===== config.mk =====
export PLATFORM = sky130hd
export DESIGN_NAME = obot_serial_mul
export DESIGN_NICKNAME = d
export VERILOG_FILES = /design/src/design/obot_pkg.sv /design/src/design/obot_serial_mul.sv
export SDC_FILE = /design/constraint.sdc
export NUM_CORES = 1
export LEC_CHECK = 0
export ABC_AREA = 1
export BUFFER_PORTS_ARGS = -buffer_cell sky130_fd_sc_hd__buf_2
export CAP_MARGIN = 20
export CORE_MARGIN = 3
export CORE_UTILIZATION = 52
export CTS_BUF_LIST = sky130_fd_sc_hd__clkbuf_8
export DETAILED_ROUTE_END_ITERATION = 16
export GPL_TIMING_DRIVEN = 1
export PLACE_DENSITY = 0.78
export RECOVER_POWER = 50
export SYNTH_ARGS = -nofsm -noshare
export SYNTH_HDL_FRONTEND = slang
export SYNTH_SLANG_ARGS = --single-unit

===== constraint.sdc =====
create_clock -name clk -period 9.6 [get_ports clk]
set_input_delay 0.48 -clock clk [delete_from_list [all_inputs] [get_ports clk]]
set_output_delay 0.48 -clock clk [all_outputs]
set_load 0.01 [all_outputs]

===== src/design/obot_pkg.sv =====
// ----------------------------------------------------------------------------
// obot_pkg
// Shared constants and types for the oriented box overlap test.
// ----------------------------------------------------------------------------
`timescale 1ns / 1ps
`default_nettype none
package obot_pkg;
	localparam int COORD_WIDTH_DEF    = 24;
	localparam int AXIS_FRAC_BITS_DEF = 14;
	// Width of every internal accumulator; wide enough for all exact sums.
	localparam int ACC_WIDTH = 72;

	// Multiply request from the sequencer to the serial multiplier.
	typedef struct packed {
		logic start;
	} mul_ctl_t;
endpackage
`default_nettype wire


===== src/design/obot_serial_mul.sv =====
// ----------------------------------------------------------------------------
// obot_serial_mul
// Bit-serial signed multiplier: one multiplier bit per cycle, shift-add.
// ----------------------------------------------------------------------------
`timescale 1ns / 1ps
`default_nettype none
module obot_serial_mul #(
	parameter int AW = 33,
	parameter int BW = 33
) (
	input  wire                             clk,
	input  wire                             arst_n,
	input  wire obot_pkg::mul_ctl_t         ctl,
	input  wire logic signed [AW-1:0]       a,
	input  wire logic signed [BW-1:0]       b,
	output logic                            done,
	output logic signed [obot_pkg::ACC_WIDTH-1:0] prod
);
	localparam int CW = $clog2(BW + 1);
	logic signed [obot_pkg::ACC_WIDTH-1:0] acc_q, mcand_q;
	logic [BW-1:0] mplier_q;
	logic [CW-1:0] cnt_q;
	logic          busy_q;

	always_ff @(posedge clk or negedge arst_n) begin
		if (!arst_n) begin
			busy_q <= 1'b0;
			done   <= 1'b0;
			cnt_q  <= '0;
		end else begin
			done <= 1'b0;
			if (ctl.start) begin
				busy_q <= 1'b1;
				cnt_q  <= '0;
			end else if (busy_q) begin
				cnt_q <= cnt_q + 1'b1;
				if (cnt_q == CW'(BW - 1)) begin
					busy_q <= 1'b0;
					done   <= 1'b1;
				end
			end
		end
	end

	// Two's complement multiplier: top bit weight is negative.
	always_ff @(posedge clk) begin
		if (ctl.start) begin
			acc_q    <= '0;
			mcand_q  <= obot_pkg::ACC_WIDTH'(a);
			mplier_q <= b;
		end else if (busy_q) begin
			if (mplier_q[0]) begin
				if (cnt_q == CW'(BW - 1))
					acc_q <= acc_q - mcand_q;
				else
					acc_q <= acc_q + mcand_q;
			end
			mcand_q  <= mcand_q <<< 1;
			mplier_q <= mplier_q >> 1;
		end
	end

	assign prod = acc_q;
endmodule
`default_nettype wire


Yosys cells after proc, flatten, opt, wreduce, memory -nomap -nowiden
Cells that the tools add are included.
Cells by class
  add/subtract/negate cells: 3
  equal/unequal tests: 1
  muxes and demuxes: 13
  reduce and logical (&&, ||, !) cells: 2
Operators with widths (number)
  72-bit two-way mux: 3
  72-bit adder: 1
  72-bit subtractor: 1
  33-bit two-way mux: 2
  6-bit two-way mux: 2
  6-bit by 1-bit adder with 6-bit output, second input constant: 1
  6-bit equality test, second input constant: 1
  1-bit two-way mux: 6
  2-bit AND reduction: 1
  2-bit nonzero test: 1
Word-level totals
  flip-flop bits (word level): 185
  logic and storage cells: 25

Longest topological paths before layout
  word-level depth: 4
  mapped depth: 26

Worst setup path after synthesis
OpenSTA, ideal clock, no wires.
  path type: input -> register
  start: in ctl
  end: reg mcand_q[0] in the netlist's numbering, enable pin
  setup time: 0.468 ns
  data arrival time: 3.108 ns
  required time: 9.132 ns
  setup slack: 6.025 ns
  stages: 3
  buffers on the path: 1
  path through: clkbuf_1 inv_2 nand2_1
On the way
  word-level cells in the longest chain between the ends: 1
RTL lines
  start, declared: RTL line obot_serial_mul.sv:13  | input wire obot_pkg::mul_ctl_t ctl,
  2-bit nonzero test (no line)
  end signal, assigned: RTL line obot_serial_mul.sv:49  | mcand_q <= obot_pkg::ACC_WIDTH'(a);
  end signal, assigned: RTL line obot_serial_mul.sv:58  | mcand_q <= mcand_q <<< 1;
  end, declared: RTL line obot_serial_mul.sv:20  | logic signed [obot_pkg::ACC_WIDTH-1:0] acc_q, mcand_q;
Every way passes these cells.
A chain may end at the register's enable or synchronous reset.

Worst setup path after layout
  start: in ctl
  end: reg mcand_q[3] in the netlist's numbering, enable pin
The elaborated chain is that of the path after synthesis.

==> out/qor.csv <==
stage;metric;value;unit
power;internal power;0.00145;W
floorplanning;die footprint;32600;um^2
min_path;Hold Crit Class;in -> reg;
sta;Final Hold Fails;0;
sta;final setup skew;0.0254;ns
yosys;synthesized area per cell;6.13;um^2
yosys;Synth top cells by count;786 x nand2_1, 472 x inv_1, 377 x nor2_1;
yosys;Seq/Total Area, Yosys;30.3;%
clock_tree;Reg clk slew, reported paths;0.11;ns
grt;grt ovf;0;
setup_path;worst-path fanout max;96;
sta;Setup-failing EPs final;0;
yosys;Post-Synth Simple-Gate Area;35.5;%
sta;relative slew slack;-223;%
finish;Total Nets Final;2844;
setup_path;FF-to-FF setup slack;5.09;ns
yosys;complex-gate fraction of the synthesized area;9.97;%
power;Reg power frac;39.3;%
setup_path;Required @ worst endpoint;9.74;ns
yosys;Syn Inst Count;2584;
floorplanning;row count;63;
setup_path;cell chain of the critical path;clkbuf_1, inv_1, nand2_1, buf_4;
detailed_routing;Avg Vias per Cell;5.33;
finish;share of cells above drive strength 1;4.90;%
yosys;mux cell area share after synthesis;0;%
setup_path;Worst EP arrival;6.23;ns
setup_path;Critical Path Max Stage Delay;3.33;ns
grt;first-pass GRT wire length;84200;um
place;gpl congestion;1.02;
setup_path;slowest CP cell;clkbuf_1;
power;fraction of power consumed by the clock network;23.2;%
yosys;count leader, synth;nand2_1;
finish;Design Area, Final;17200;um^2
floorplanning;Die Y;181;um
yosys;xor-xnor portion of the synthesized cell area;5.75;%
yosys;Synth warnings;0;
yosys;leading area contributor after synthesis;edfxtp_1;
sta;Max Fclk;0.164;GHz
detailed_routing;Post-Route WL;54500;um
floorplanning;Die Wd;181;um
floorplanning;I/O pins;142;
place;dpl cell area;16900;um^2
detailed_routing;drc violations;0;
sta;setup TNS;0;ns
detailed_routing;WL/cell;17.5;um
detailed_routing;DR vias;16500;
clock_tree;CTS max path bufs;2;
yosys;Mapped Area;15800;um^2
setup_path;crit path capture type;flip-flop;
clock_tree;CTS tree;done;
yosys;synth top area cells;edfxtp_1 20%, nand2_1 19%, inv_1 11%;
power;part of the power in combinational logic;37.5;%
detailed_routing;Final ANT Viol Nets;0;
yosys;ys flop type;edfxtp_1;
power;Max VDD drop;0.145;mV
sta;slack of the critical path;3.51;ns
place;DP HPWL;44100;um
clock_tree;clock latency on the worst-skew pair;0.53;ns
outcome;failing checks;capacitance limit, slew limit;
yosys;Synth cell types;37;
sta;RSZ-0062 raised after global routing;no;
grt;number of global-route vias before repair;15400;
floorplanning;Initial Util;53.2;%
grt;GR Util All Layers;33.0;%
clock_tree;Max H-tree Level;4;
sta;Tcrit/Tclk final;63.4;%
setup_path;Reg2Reg Depth;22;
yosys;synthesized flop and latch total;185;
place;worst slack at placement;5.11;ns
power;Lkg Pwr;9.11;nW
setup_path;CP Launch Type;primary input;
yosys;Async SR Flop Fraction;4.32;%
finish;area added between synthesis and finish;8.74;%
yosys;adder-cell area share of the yosys netlist;5.97;%
setup_path;CP Class;in -> reg;
clock_tree;CTS Buf Count;17;
power;Sw Share;43.2;%
grt;initial antenna violation count;1;
min_path;Min-Delay Path Depth;3;
yosys;largest family of logic cells by synthesized area;simple AND/OR/NAND/NOR gates;
yosys;Synth top area share;19.9;%
place;cell total after placement;3069;
floorplanning;core area;29800;um^2
run;Max Cap Viol;2;
power;Power Density;149;nW/um^2
clock_tree;Sink Count;185;
power;P_sw;0.00110;W
detailed_routing;DR iter-0 viols;1535;
clock_tree;CTS root buf;clkbuf_8;
finish;non-filler cells, final;3103;
place;Port Buf Inserts;141;
finish;Ant. Diodes;0;
grt;largest net degree at the start of global routing;102;
clock_tree;Post-CTS Resized;0;
outcome;status;complete, but fails checks;
sta;Least-Margin Pin Slew;4.84;ns
sta;Pins Over Slew Limit;152;
yosys;Mapped Nets;2728;
yosys;Post-synth EDFFs;105;
detailed_routing;Pre-Repair DR Iteration Count;5;
sta;fin crit period;6.09;ns
finish;fillers;3110;
==> cells by family after synthesis <==
logic type / after synthesis
adders and majority gates: 75
DFF: 185
AOI/OAI and AO/OA: 303
buffers and inverters: 530
and+or+nand+nor: 1387
xor gates and xnor gates: 104
==> metal layers <==
layer	track usage (%)	share of wire (%)
met3	4.44	7.1
met2	52.3	44
met1	47.3	46
met5	0	0.024
met4	9.98	3.0
==> power groups by stage <==
stage	Combinational [W]	Clock (W)	Sequential (W)
floorplan	0.000632	0	0.00101
global placement	0.000937	0	0.00102
detailed placement	0.000945	0	0.00102
CTS	0.000950	0.000603	0.00100
global route	0.00107	0.000632	0.00102
finish	0.000959	0.000594	0.00101
==> final timing paths <==
path / from / to
min in group asynchronous: arst_n / done
min reg2reg: mplier_q[22] / mplier_q[21]
max reg2reg: mcand_q[1] / prod[52]
min: b[32] / mplier_q[32]
max in group asynchronous: arst_n / cnt_q[1]
max: ctl / mcand_q[3]
==> metrics by stage <==
| step | power (W) | hold WS (ns) | utilization [%] |
|---|---|---|---|
| floorplan | 0.00164 | 0.184 | - |
| global placement | 0.00196 | 0.327 | 56.7 |
| detailed placement | 0.00197 | 0.330 | 56.7 |
| CTS | 0.00256 | 0.184 | 58.2 |
| global route | 0.00272 | 0.199 | 57.8 |
| finish | 0.00256 | 0.221 | 57.8 |
==> cell usage in the layout (no fill, tap or decap), drive strengths merged, types with 2 or more instances in the layout <==
master  synthesis  routed
ha             74      74
clkbuf         44      94
nor2          385     385
nand2         792     792
buf             9      72
nand4          36      36
a21oi          98      98
nor4           13      13
or2             2       2
edfxtp        105     105
nor3           22      22
nand3         135     135
inv           476     486
o31ai           5       5
xor2          101     101
o21bai          8       8
xnor2           3       3
clkinv          1       5
o21ai         190     190
dfxtp          72      72
dfrtp           8       8
==> flip-flops by register name, summed over array words and instances, names as in the netlist <==
name and cells:
busy_q 1, mcand_q 72, mplier_q 33, prod 72, done 1, cnt_q 6
==> worst max-delay path, delay by kind of cell <==
kind                   cells  cell delay, ns
buffers and inverters      3            4.54
AND/OR/NAND/NOR            1            1.11
==> area by class of cell <==
class / count / area (um^2) / area share, %
repair buffers: 150 / 674 / 3.91
clock buffers: 17 / 234 / 1.36
flip-flops and latches: 185 / 4790 / 27.8
well taps: 390 / 488 / 2.83
multi-input cells: 1869 / 9060 / 52.6
inverters: 477 / 1790 / 10.4
clock inverters: 15 / 189 / 1.10
==> timing repair <==
item                                    CTS  global route
hold buffers                              1             0
buffers inserted                          0             0
endpoints found under the hold margin     8             0
endpoints found under the setup margin    0             0
Note: power is estimated with default switching activity, not from simulation.
